## config.mk

```make
export PLATFORM = sky130hd
export DESIGN_NAME = fcce_ctrl
export DESIGN_NICKNAME = d
export VERILOG_FILES = /design/src/sv/fcce_pkg.sv /design/src/sv/fcce_ctrl.sv
export VERILOG_INCLUDE_DIRS = /design/src /design/src/sv
export SDC_FILE = /design/constraint.sdc
export NUM_CORES = 1
export LEC_CHECK = 0
export ABC_CLOCK_PERIOD_IN_PS = 6200
export BUFFER_PORTS_ARGS = -buffer_cell sky130_fd_sc_hd__buf_2
export CAP_MARGIN = 30
export CORE_MARGIN = 5
export CORE_UTILIZATION = 49
export DETAILED_ROUTE_END_ITERATION = 10
export GPL_TIMING_DRIVEN = 1
export PLACE_DENSITY = 0.72
export SLEW_MARGIN = 20
export SYNTH_ARGS = -nofsm -noshare
export SYNTH_HDL_FRONTEND = slang
export SYNTH_SLANG_ARGS = --single-unit
```

## constraint.sdc

```tcl
create_clock -name clk_i -period 6.2 [get_ports clk_i]
set_clock_uncertainty 0.1 [all_clocks]
set_input_delay 0 -clock clk_i [delete_from_list [all_inputs] [get_ports clk_i]]
set_output_delay 0 -clock clk_i [all_outputs]
set_load 0.02 [all_outputs]
```

## src/sv/assert_macros.svh

```systemverilog
// Assertion macros used by the controller of the cluster chain engine.
`ifndef ASSERT_MACROS_SVH
`define ASSERT_MACROS_SVH

// Same-cycle implication, checked on clk_i and disabled in reset.
`define CHK_IMPL(lbl, ante, cons) \
  lbl: assert property (@(posedge clk_i) disable iff (!rst_ni) (ante) |-> (cons)) \
    else $error("same-cycle check failed");

// Next-cycle implication, checked on clk_i and disabled in reset.
`define CHK_NEXT(lbl, ante, cons) \
  lbl: assert property (@(posedge clk_i) disable iff (!rst_ni) (ante) |=> (cons)) \
    else $error("next-cycle check failed");

`endif

```

## src/sv/fcce_pkg.sv

```systemverilog
// Types, constants and codes shared by the cluster chain engine modules.
`default_nettype none

package fcce_pkg;

  localparam int unsigned TABLE_ENTRIES = 4096;
  localparam int unsigned AW            = $clog2(TABLE_ENTRIES);
  localparam int unsigned LIM_W         = AW + 1;
  localparam int unsigned PADDR_W       = 5;

  localparam logic [2:0] ACT_READ  = 3'd0;
  localparam logic [2:0] ACT_WRITE = 3'd1;
  localparam logic [2:0] ACT_MAP   = 3'd2;
  localparam logic [2:0] ACT_ALLOC = 3'd3;
  localparam logic [2:0] ACT_CUT   = 3'd4;
  localparam logic [2:0] ACT_FREE  = 3'd5;

  localparam logic [1:0] ST_OK     = 2'd0;
  localparam logic [1:0] ST_BROKEN = 2'd1;
  localparam logic [1:0] ST_FULL   = 2'd2;
  localparam logic [1:0] ST_BADIDX = 2'd3;

  localparam logic [2:0] REG_FAT12_MODE    = 3'd0;
  localparam logic [2:0] REG_ENTRIES       = 3'd1;
  localparam logic [2:0] REG_CLUSTER_BLKS  = 3'd2;
  localparam logic [2:0] REG_CLUSTER_START = 3'd3;
  localparam logic [2:0] REG_ROOT_START    = 3'd4;

  localparam logic [15:0] END_MARK   = 16'hffff;
  localparam logic [15:0] FREE_STOP  = 16'hfff8;
  localparam logic [15:0] BAD_MASK   = 16'hfff0;
  localparam logic [15:0] WIDEN_BITS = 16'hf000;

  typedef struct packed {
    logic [2:0]  action;
    logic [15:0] cluster;
    logic [15:0] value;
    logic [15:0] block_index;
    logic        is_root;
  } req_t;

  typedef struct packed {
    logic [1:0]  status;
    logic [15:0] data;
    logic [31:0] disk_block;
  } rsp_t;

  typedef struct packed {
    logic        fat12_mode;
    logic [12:0] entries_in_use;
    logic [7:0]  cluster_blocks;
    logic [31:0] cluster_area_start;
    logic [31:0] root_dir_start;
  } cfg_t;

  typedef enum logic [4:0] {
    OP_NONE, OP_LOAD, OP_CLR, OP_RD0, OP_RD1, OP_CAP, OP_WR0, OP_WR1,
    OP_DISPATCH, OP_RD_FIN, OP_MAP_LOOP, OP_MAP_STEP, OP_MAP_FIN,
    OP_AL_UP, OP_AL_UPCHK, OP_AL_DN, OP_AL_DNCHK, OP_AL_SET, OP_AL_LINK,
    OP_CUT_A, OP_FREE_LOOP, OP_FREE_B, OP_DONE
  } dp_op_e;

  typedef enum logic [4:0] {
    S_CLEAR, S_IDLE, S_DISPATCH, S_G0, S_G1, S_G2, S_W0, S_W1, S_RD_FIN,
    S_MAP_LOOP, S_MAP_STEP, S_MAP_FIN, S_AL_UP, S_AL_UPCHK, S_AL_DN,
    S_AL_DNCHK, S_AL_SET, S_AL_LINK, S_CUT_A, S_FREE_LOOP, S_FREE_B, S_DONE
  } ctl_state_e;

  typedef struct packed {
    dp_op_e op;
  } cmd_t;

  typedef struct packed {
    logic       clr_done;
    logic       out_free;
    logic [2:0] act;
    logic       cl_valid;
    logic       is_root;
    logic       cl_zero;
    logic       cl_end;
    logic       n_zero;
    logic       link_bad;
    logic       link_zero;
    logic       i_lt_lim;
    logic       i_ge2;
    logic       j_live;
  } st_t;

endpackage

`default_nettype wire

```

## src/sv/fcce_ctrl.sv

```systemverilog
// Controller state machine that sequences table accesses for each request.
`default_nettype none
`include "assert_macros.svh"

module fcce_ctrl import fcce_pkg::*; (
  input  logic clk_i,
  input  logic rst_ni,
  input  logic in_valid_i,
  output logic in_ready_o,
  input  st_t  st_i,
  output cmd_t cmd_o
);

  ctl_state_e state_q, state_d;
  ctl_state_e ret_q, ret_d;
  logic       set_q, set_d;

  always_ff @(posedge clk_i or negedge rst_ni) begin
    if (!rst_ni) begin
      state_q <= S_CLEAR;
      ret_q   <= S_IDLE;
      set_q   <= 1'b0;
    end else begin
      state_q <= state_d;
      ret_q   <= ret_d;
      set_q   <= set_d;
    end
  end

  always_comb begin
    state_d = state_q;
    ret_d   = ret_q;
    set_d   = set_q;
    case (state_q)
      S_CLEAR: begin
        if (st_i.clr_done) state_d = S_IDLE;
      end
      S_IDLE: begin
        if (in_valid_i) state_d = S_DISPATCH;
      end
      S_DISPATCH: begin
        state_d = S_DONE;
        case (st_i.act)
          ACT_READ: begin
            if (st_i.cl_valid) begin
              state_d = S_G0; ret_d = S_RD_FIN; set_d = 1'b0;
            end
          end
          ACT_WRITE: begin
            if (st_i.cl_valid) begin
              state_d = S_G0; ret_d = S_DONE; set_d = 1'b1;
            end
          end
          ACT_MAP: begin
            if (!st_i.is_root) state_d = S_MAP_LOOP;
          end
          ACT_ALLOC: state_d = S_AL_UP;
          ACT_CUT: begin
            if (st_i.cl_valid) begin
              state_d = S_G0; ret_d = S_CUT_A; set_d = 1'b0;
            end
          end
          ACT_FREE: begin
            if (!st_i.cl_zero && !st_i.cl_end && st_i.cl_valid) state_d = S_FREE_LOOP;
          end
          default: state_d = S_DONE;
        endcase
      end
      S_G0: state_d = S_G1;
      S_G1: state_d = S_G2;
      S_G2: state_d = set_q ? S_W0 : ret_q;
      S_W0: state_d = S_W1;
      S_W1: state_d = ret_q;
      S_RD_FIN: state_d = S_DONE;
      S_MAP_LOOP: begin
        if (st_i.n_zero) begin
          state_d = S_MAP_FIN;
        end else begin
          state_d = S_G0; ret_d = S_MAP_STEP; set_d = 1'b0;
        end
      end
      S_MAP_STEP: state_d = st_i.link_bad ? S_MAP_FIN : S_MAP_LOOP;
      S_MAP_FIN: state_d = S_DONE;
      S_AL_UP: begin
        if (st_i.i_lt_lim) begin
          state_d = S_G0; ret_d = S_AL_UPCHK; set_d = 1'b0;
        end else begin
          state_d = S_AL_DN;
        end
      end
      S_AL_UPCHK: state_d = st_i.link_zero ? S_AL_SET : S_AL_UP;
      S_AL_DN: begin
        if (st_i.i_ge2) begin
          state_d = S_G0; ret_d = S_AL_DNCHK; set_d = 1'b0;
        end else begin
          state_d = S_DONE;
        end
      end
      S_AL_DNCHK: state_d = st_i.link_zero ? S_AL_SET : S_AL_DN;
      S_AL_SET: begin
        state_d = S_G0; ret_d = S_AL_LINK; set_d = 1'b1;
      end
      S_AL_LINK: begin
        if (st_i.cl_zero) begin
          state_d = S_DONE;
        end else begin
          state_d = S_G0; ret_d = S_DONE; set_d = 1'b1;
        end
      end
      S_CUT_A: begin
        state_d = S_G0; ret_d = S_FREE_LOOP; set_d = 1'b1;
      end
      S_FREE_LOOP: begin
        if (st_i.j_live) begin
          state_d = S_G0; ret_d = S_FREE_B; set_d = 1'b0;
        end else begin
          state_d = S_DONE;
        end
      end
      S_FREE_B: begin
        state_d = S_G0; ret_d = S_FREE_LOOP; set_d = 1'b1;
      end
      S_DONE: begin
        if (st_i.out_free) state_d = S_IDLE;
      end
      default: state_d = S_IDLE;
    endcase
  end

  always_comb begin
    in_ready_o = 1'b0;
    cmd_o.op   = OP_NONE;
    case (state_q)
      S_CLEAR:     cmd_o.op = OP_CLR;
      S_IDLE: begin
        in_ready_o = 1'b1;
        if (in_valid_i) cmd_o.op = OP_LOAD;
      end
      S_DISPATCH:  cmd_o.op = OP_DISPATCH;
      S_G0:        cmd_o.op = OP_RD0;
      S_G1:        cmd_o.op = OP_RD1;
      S_G2:        cmd_o.op = OP_CAP;
      S_W0:        cmd_o.op = OP_WR0;
      S_W1:        cmd_o.op = OP_WR1;
      S_RD_FIN:    cmd_o.op = OP_RD_FIN;
      S_MAP_LOOP:  cmd_o.op = OP_MAP_LOOP;
      S_MAP_STEP:  cmd_o.op = OP_MAP_STEP;
      S_MAP_FIN:   cmd_o.op = OP_MAP_FIN;
      S_AL_UP:     cmd_o.op = OP_AL_UP;
      S_AL_UPCHK:  cmd_o.op = OP_AL_UPCHK;
      S_AL_DN:     cmd_o.op = OP_AL_DN;
      S_AL_DNCHK:  cmd_o.op = OP_AL_DNCHK;
      S_AL_SET:    cmd_o.op = OP_AL_SET;
      S_AL_LINK:   cmd_o.op = OP_AL_LINK;
      S_CUT_A:     cmd_o.op = OP_CUT_A;
      S_FREE_LOOP: cmd_o.op = OP_FREE_LOOP;
      S_FREE_B:    cmd_o.op = OP_FREE_B;
      S_DONE:      cmd_o.op = OP_DONE;
      default:     cmd_o.op = OP_NONE;
    endcase
  end

  `CHK_NEXT(a_accept_dispatch, in_valid_i && in_ready_o, state_q == S_DISPATCH)
  `CHK_NEXT(a_read_pair, state_q == S_G0, state_q == S_G1)
  `CHK_NEXT(a_write_pair, state_q == S_W0, state_q == S_W1)
  `CHK_NEXT(a_done_release, state_q == S_DONE && st_i.out_free, state_q == S_IDLE)

endmodule

`default_nettype wire

```

; After elaboration in Yosys (flattened, before gate mapping)
; Cells that the tools add are included.
[op_classes]
eq_ne = 40
mux = 39
n_reduce_logical = 16
[ops]
columns = operator, count
row1 = $pmux 5 s22, 1
row2 = $mux 5, 19
row3 = $pmux 5 s19, 1
row4 = $eq 5x4->1 const B, 8
row5 = $pmux 5 s8, 1
row6 = $eq 5x5->1 const B, 6
row7 = $eq 5x3->1 const B, 4
row8 = $pmux 5 s4, 1
row9 = $ne 2x2->1 const B, 8
row10 = $pmux 5 s3, 1
row11 = $ne 3x3->1 const B, 4
row12 = $eq 5x2->1 const B, 2
row13 = $reduce_and 10->1, 1
row14 = $mux 1, 9
row15 = $reduce_and 9->1, 1
row16 = $mux 4, 2
row17 = $reduce_bool 8->1, 1
row18 = $pmux 1 s7, 1
row19 = $reduce_bool 7->1, 1
row20 = $eq 3x2->1 const B, 2
row21 = $eq 3x3->1 const B, 2
row22 = $reduce_or 2->1, 3
row23 = $reduce_or 3->1, 2
row24 = $eq 5x1->1 const B, 1
row25 = other kinds (11), 13
[word_totals]
regBits = 11
input_bits = 18
out_inout_bits = 6

; Longest topological paths before layout
; Gate-level depths: netlist of the first run.
[depth]
depth_word = 6
depth_mapped = 7

; Least setup slack after synthesis of the first run
; No wires, ideal clock.
[synth_path]
path_type = reg-to-reg
startpoint = register state_q[1]
endpoint = register ret_q[1]
setup_time_ps = 125
arrival_time_ps = 1736
setup_slack_ps = 4240
path_stages_with_launch = 7
synth_period_minus_slack_ps = 1960
cell_sequence = dfrtp_1 buf_4 inv_2 mux2i_1 o32ai_1 nor4_4 mux2_2
[synth_via]
elab_chain_cells = 4
elab_cells_between_ends = 22
cone_classes = eq/ne: 18 / mux: 1 / reduce/logical: 3
[synth_rtl]
columns = item, line
row1 = "start, declared", fcce_ctrl.sv:14  ; ctl_state_e state_q, state_d;
row2 = "start signal, assigned", fcce_ctrl.sv:24  ; state_q <= state_d;
row3 = $eq 5x5->1, fcce_ctrl.sv:34  ; case (state_q)
row4 = $reduce_or 2->1 (no source line), n/a
row5 = $reduce_bool 8->1 (no source line), n/a
row6 = $reduce_and 10->1 (no source line), n/a
row7 = "end signal, assigned", fcce_ctrl.sv:25  ; ret_q <= ret_d;
row8 = "end, declared", fcce_ctrl.sv:15  ; ctl_state_e ret_q, ret_d;
; Several ways; a longest one is shown, not always the timed one.
; A chain may end at the register's enable or synchronous reset.

; Worst setup path after layout of the first run
[layout_path]
startpoint = register state_q[0]
endpoint = register state_q[0]
[layout_via]
elab_chain_cells = 3
elab_cells_between_ends = 29
cone_classes = eq/ne: 24 / mux: 1 / reduce/logical: 4
[layout_rtl]
columns = item, line
row1 = $eq 5x5->1 (tied with other cells), fcce_ctrl.sv:34
row2 = $reduce_or 3->1 (no source line) (tied with other cells), n/a
row3 = $pmux 5 s19 or $reduce_and 3->1 (tied branches), n/a
; Several ways; a longest one is shown, not always the timed one.

==> impl_results.md, run 1 <==
- Status: completed
- Worst Path Buf+Inv: 0
- Register area share after synthesis: 21.0%
- Rows: 18
- Worst path top cell family by delay: compound AO/OA/AOI/OAI gates
- Final worst path period share: 43.1%
- Routed WL per cell: 17.8 um
- TritonCTS clock tree: yes
- CTS sink cnt: 11
- Slew headroom: 36.0%
- Largest family of logic cells by synthesized area: compound AO/OA/AOI/OAI gates
- Dpl ws: 3.61 ns
- Slowest cell on the critical path: dfrtp_1
- Initial Util: 52.2%
- RSZ-0062 raised after global routing: no
- Worst IR Drop VDD: 0.000303 V
- Number of fill cells: 250
- Nets@finish: 217
- Number of synthesized register bits: 11
- Global-route wire length before repair: 6570 um
- Period minus WS final: 2.67 ns
- All-Layer GR Usage: 23.1%
- Worst slew pin tran: 0.960 ns
- Worst-skew pair later-pin latency: 0.26 ns
- Synth Area in Compound Gates: 34.4%
- Sequential cell area: 277 um^2
- Max-slew violations: 0
- Setup TNS: 0 ns
- Setup bufs post-CTS: 0
- Max clock buf depth: 2
- TritonRoute pass-1 iters: 5
- Syn avg cell area: 7.20 um^2
- Startpoint Class: register
- Maxcap violations: 0
- Post-Synth Adder-Cell Area: 0%
- Unique masters post-synth: 55
- Final WS setup: 3.53 ns
- Critical-path maximum fanout: 35
- Yosys Warn Count: 0
- Gpl congestion: 0.985
- Post-Syn Area: 1320 um^2
- Worst Hold Class: input port to asynchronous set/reset pin
- Post-Syn Instances: 183
- Post-Synth XOR/XNOR Area: 1.33%
- Detail Route Antenna Nets: 0
- Fmax: 374 MHz
- Vias/cell: 6.75
- Crit path kind: register to register
- GRT overflow: 0
- Mux share of post-synthesis cell area: 6.55%
- Slowest stage delay, CP: 0.97 ns
- Cells along the critical path: nand2_1 -> a2111oi_0 -> a32o_1 -> a2111oi_0 -> a31oi_1
- Post-Syn Nets: 201
- Asr flop ratio synth: 100%
- Die area: 3830 um^2
- Vias in the first global route: 1379
- Worst Setup End Kind: register
- Clock Tree Root: clkbuf_4
- Via count: 1538
- EDFF count, synth: 0
- Final wirelength: 4060 um
- Setup violators final: 0
- CTS H-tree lvls: 1
- # diodes: 0
- Synth-to-Final Area Change: 10.6%
- Leakage: 0.614 nW
- Hpwl dp: 3000 um
- Main synth FF type: dfrtp_1
- Required @ worst endpoint: 6.28 ns
- Initial antenna violation count: 0
- Die X: 61.9 um
- Initial drt markers: 135
- Num ports: 24
- CP dominant cell by count: a2111oi_0
- Clock Pin Slew Worst Setup and Hold Paths: 0.06 ns
- Num CTS Buffers: 3
- Share of layout cells above drive strength 1: 21.2%
- Die H: 61.9 um
- DRC: 0
- Largest net degree at the start of global routing: 36
- Placeable core area: 2520 um^2
- Multi-input logic area: 942 um^2
- Arrival time worst endpoint: 2.76 ns
- Reg-to-reg slack, setup: 3.53 ns
- Synth Area in Simple Gates: 29.2%
- Final Hold Fails: 0
- Buffers on Ports: 23
- Pwr Density: 453 nW/um^2
[sequential cells by signal, summed over array words and instances, names as in the netlist]
signal / cells
ret_q: 5
state_q: 5
set_q: 1
[cells in the mapped netlist (4+ instances only)]
library cell	number	area (um^2)
nand2_1	12	45.0
nand3_1	6	30.0
nor3_1	4	20.0
o21ai_0	16	80.1
clkbuf_1	6	22.5
buf_2	7	35.0
dfrtp_1	10	250
nand2b_1	6	37.5
a21oi_1	19	95.1
nor2_1	19	71.3
mux2_2	5	56.3
and3_1	4	25.0
inv_1	6	22.5
[through the flow]
stage	hold WS [ns]	std cells	power [mW]	cell area [um^2]	utilization (%)
floorplan	-0.396	183	0.500	1320	-
global placement	-0.230	221	0.598	1400	55.6
detailed placement	-0.229	221	0.601	1400	55.6
CTS	0.0203	228	0.650	1460	57.8
global route	0.0626	228	0.717	1460	57.8
finish	0.0313	228	0.661	1460	57.8
[power breakdown]
group	switching, mW	total, mW	internal [mW]	leakage (nW)
Sequential	0.0983	0.201	0.102	0.134
Combinational	0.237	0.414	0.177	0.465
Clock	0.0205	0.0453	0.0248	0.0150
[worst register-to-register path: cells and delay by family (launching register included)]
family	cells	cell delay, ns
AOI/OAI and AO/OA	4	1.28
DFF	1	0.97
and+or+nand+nor	1	0.25
[layout make-up]
| type | instances | area share (%) |
|---|---|---|
| inverter | 8 | 2.06 |
| timing repair buffer | 26 | 9.96 |
| tap | 30 | 2.58 |
| clock buffer | 4 | 1.80 |
| sequential | 11 | 19.0 |
| multi-input combinational | 149 | 64.6 |
[path summary, 6_finish.rpt]
| path | from | to | depth (start not counted) |
|---|---|---|---|
| hold reg to reg | ret_q[3] | state_q[3] | 1 |
| setup / recovery | state_q[0] | state_q[0] | 5 |
| hold / removal | rst_ni | state_q[2] | 2 |
| setup reg to reg | state_q[0] | state_q[0] | 5 |
| max in group asynchronous | rst_ni | ret_q[0] | 2 |
| min in group clk_i | st_i[9] | state_q[2] | 4 |
[cells in the final DEF (no fill, tap or decap), types with 3 or more instances in the layout]
cell and instances:
buf_2 23, a21oi_1 19, and3_1 4, nor3_1 4, mux2_2 5, nand3_1 6
clkbuf_4 3, a221oi_1 3, o22ai_1 3, nand2_1 12, nand2b_1 6, dlygate4sd3_1 3
a2111oi_0 3, dfrtp_1 10, nor2_1 19, o31ai_1 3, inv_1 6, o21ai_0 16
o21a_1 3, mux2i_1 3
[per-layer routing]
metal	global-route usage, %	part of all wire (%)	up-vias
met4	8.48	3.0	0
met5	0	0	-
met1	32.8	40	698
met3	4.75	13	15
li1	-	-	713
met2	34.5	43	112
[logic make-up after synthesis]
kind of cell / after synthesis
AOI/OAI and AO/OA: 69
xor gates and xnor gates: 2
buffers and inverters: 23
DFF: 11
muxes: 8
and+or+nand+nor: 70
[what timing repair did]
item                                   in CTS  in global routing
hold buffers                                3                  0
endpoints found under the hold margin      13                  0
gates resized for setup                     0                  0
(Power assumes the default switching activity.)
==> run 2, diff against run 1 <==
--- a/config.mk
+++ b/config.mk
@@ -6,14 +6,14 @@
 export SDC_FILE = /design/constraint.sdc
 export NUM_CORES = 1
 export LEC_CHECK = 0
-export ABC_CLOCK_PERIOD_IN_PS = 6200
+export ABC_CLOCK_PERIOD_IN_PS = 2300
 export BUFFER_PORTS_ARGS = -buffer_cell sky130_fd_sc_hd__buf_2
 export CAP_MARGIN = 30
 export CORE_MARGIN = 5
 export CORE_UTILIZATION = 49
 export DETAILED_ROUTE_END_ITERATION = 10
 export GPL_TIMING_DRIVEN = 1
-export PLACE_DENSITY = 0.72
+export PLACE_DENSITY = 0.74
 export SLEW_MARGIN = 20
 export SYNTH_ARGS = -nofsm -noshare
 export SYNTH_HDL_FRONTEND = slang
==> constraint.sdc (replaced) <==
create_clock -name clk_i -period 2.3 [get_ports clk_i]
set_clock_uncertainty 0.1 [all_clocks]
set_input_delay 0 -clock clk_i [delete_from_list [all_inputs] [get_ports clk_i]]
set_output_delay 0 -clock clk_i [all_outputs]
set_load 0.02 [all_outputs]
==> run 2 against run 1 <==
  * Clock power rose to 3.0 times the previous value
  * Highest routed layer unchanged
  * Die area did not move
  * Cell count is 4.8% higher
  * Non-clock buffer count increased by 11
  * Sequential power grew 100%
  * Total power increased to 2.9 times the previous value
  * Sequential share of layout area decreased by 1.1 points
  * Via count is 3.3% higher
  * Sequential cell count did not move
  * Critical endpoint is now ret_q[1]
  * Critical path depth increased by 1
==> impl_results.md, run 2 (synthesis gave the netlist of run 1 again) <==
- Worst IR Drop VDD: 0.000869 V (+190%)
- Share of layout cells above drive strength 1: 26.3% (+5.1 points)
- Reg2reg start: state_q[4]
- Fmax: 452 MHz (+21%)
- Startpoint Class: register
- Initial Util: 52.2% (unchanged)
- Largest regs: ret_q: 5 flops, state_q: 5 flops, set_q: 1 flops
- Setup violators final: 0 (unchanged)
- Synth-to-Final Area Change: 17.6%
- # diodes: 0 (unchanged)
- Setup bufs post-CTS: 0 (unchanged)
- Final worst path period share: 96.1% (+53 points)
- Maxcap violations: 0 (unchanged)
- Status: completed
- Hpwl dp: 3190 um (+6.5%)
- Number of fill cells: 232 (-7.2%)
- Dpl cells: 232 (+5.0%)
- Arrival time worst endpoint: 2.27 ns (-0.49 ns)
- Worst slew pin tran: 0.391 ns (-0.569 ns)
- Final wirelength: 4140 um (+1.8%)
- Commonest non-fill, non-tap cell in the layout: buf_2
- Critical-path maximum fanout: 10 (-71%)
- Total Power: 1.91 mW (+190%)
- Worst Hold Class: input port to asynchronous set/reset pin
- DRC: 0 (unchanged)
- Max clock buf depth: 2 (unchanged)
- Via count: 1588 (+3.3%)
- Global-route wire length before repair: 6780 um (+3.2%)
- TritonCTS clock tree: yes
- Vias in the first global route: 1433 (+3.9%)
- Die area: 3830 um^2 (unchanged)
- Num CTS Buffers: 3 (unchanged)
- Worst Setup End Kind: register
- Slew headroom: 73.2% (+37 points)
- TritonRoute pass-1 iters: 5 (unchanged)
- R2R depth: 6 (+1)
- GRT overflow: 0 (unchanged)
- Detail Route Antenna Nets: 0 (unchanged)
- Die X: 61.9 um (unchanged)
- Max-slew violations: 0 (unchanged)
- Clock Pin Slew Worst Setup and Hold Paths: 0.08 ns (+0.02 ns)
- Commonest non-fill, non-tap cells in the layout: buf_2 (23), nor2_1 (19), a21oi_1 (19), o21ai_0 (16), nand2_1 (12)
- Buffers on Ports: 23 (unchanged)
- Final WS setup: 0.0891 ns (-3.44 ns)
- Setup TNS: 0 ns (unchanged)
- Rows: 18 (unchanged)
- Final Hold Fails: 0 (unchanged)
- CTS sink cnt: 11 (unchanged)
- Dpl ws: 0.160 ns (-3.45 ns)
- Period minus WS final: 2.21 ns (-0.462 ns)
- Non-filler cells, final: 239 (+4.8%)
- Placeable core area: 2520 um^2 (unchanged)
- Initial drt markers: 211 (+56%)
- Critical path origin: state_q[4]
- Leakage: 0.672 nW (+9.4%)
- Vias/cell: 6.64 (-1.5%)
- RR Endpoint: ret_q[1]
- RSZ-0062 raised after global routing: no
- Initial antenna violation count: 0 (unchanged)
- Die H: 61.9 um (unchanged)
- Routed WL per cell: 17.3 um (-2.9%)
- Largest net degree at the start of global routing: 18 (-50%)
- Nets@finish: 228 (+5.1%)
- Required @ worst endpoint: 2.36 ns (-3.92 ns)
- Gpl congestion: 0.946 (-4.0%)
- Crit path kind: register to register
- Worst setup path endpoint: ret_q[1]
- Final Util: 61.4% (+3.6 points)
- All-Layer GR Usage: 23.7% (+0.64 points)
- Worst-skew pair later-pin latency: 0.27 ns (about the same)
- CTS H-tree lvls: 1 (unchanged)
- Clock Tree Root: clkbuf_4
- Num ports: 24 (unchanged)
- Reg-to-reg slack, setup: 0.09 ns (-3.44 ns)
- Pwr Density: 1240 nW/um^2 (+170%)
-- run 2: what timing repair did --
action                     4_1_cts  5_1_grt
gates resized for setup          0        1
hold endpoints to repair        13        0
hold buffers                     3        0
setup endpoints to repair        0        3
-- run 2: worst max-delay path, cell delays in order (launching register included) --
cell and delay, ns:
dfrtp_1 0.51, nand3b_1 0.32, or4_1 0.49, o31ai_1 0.14, nor4_4 0.09, buf_4 0.18
mux2_2 0.27
-- run 2: area by class of cell --
| class | instances | area (um^2) | area share, % |
|---|---|---|---|
| clock inverter | 1 | 5.00 | 0.323 |
| inverter | 8 | 30.0 | 1.94 |
| clock buffer | 3 | 22.5 | 1.45 |
| multi-input combinational | 149 | 950 | 61.3 |
| tap | 30 | 37.5 | 2.42 |
| sequential | 11 | 277 | 17.9 |
| timing repair buffer | 37 | 228 | 14.7 |
-- run 2: per-layer routing --
metal,up-vias,track usage [%],routed length [um]
met3,14,5.37,494
met2,124,35.3,1840
met5,-,0,0
met4,0,10.3,116
li1,738,-,-
met1,712,32.9,1680
-- run 2: worst min-delay path by stage --
| stage | start | to | cells after the start |
|---|---|---|---|
| 2_1_floorplan | rst_ni | ret_q[1] | 0 |
| 3_3_place_gp | rst_ni | state_q[0] | 1 |
| 3_5_place_dp | rst_ni | set_q | 1 |
| 4_1_cts | rst_ni | set_q | 2 |
| 5_1_grt | rst_ni | state_q[3] | 2 |
| 6_report | rst_ni | set_q | 2 |
-- run 2: power breakdown --
| group | internal (mW) | switching (mW) |
|---|---|---|
| clock network | 0.0644 | 0.0710 |
| registers | 0.280 | 0.123 |
| logic | 0.569 | 0.807 |
-- run 2: metrics by stage --
stage / hold slack, ns / instance area, um^2
finish: 0.0123 / 1550
global route: 0.0517 / 1550
CTS: 0.0222 / 1540
detailed placement: -0.218 / 1480
global placement: -0.218 / 1480
floorplan: -0.396 / 1320
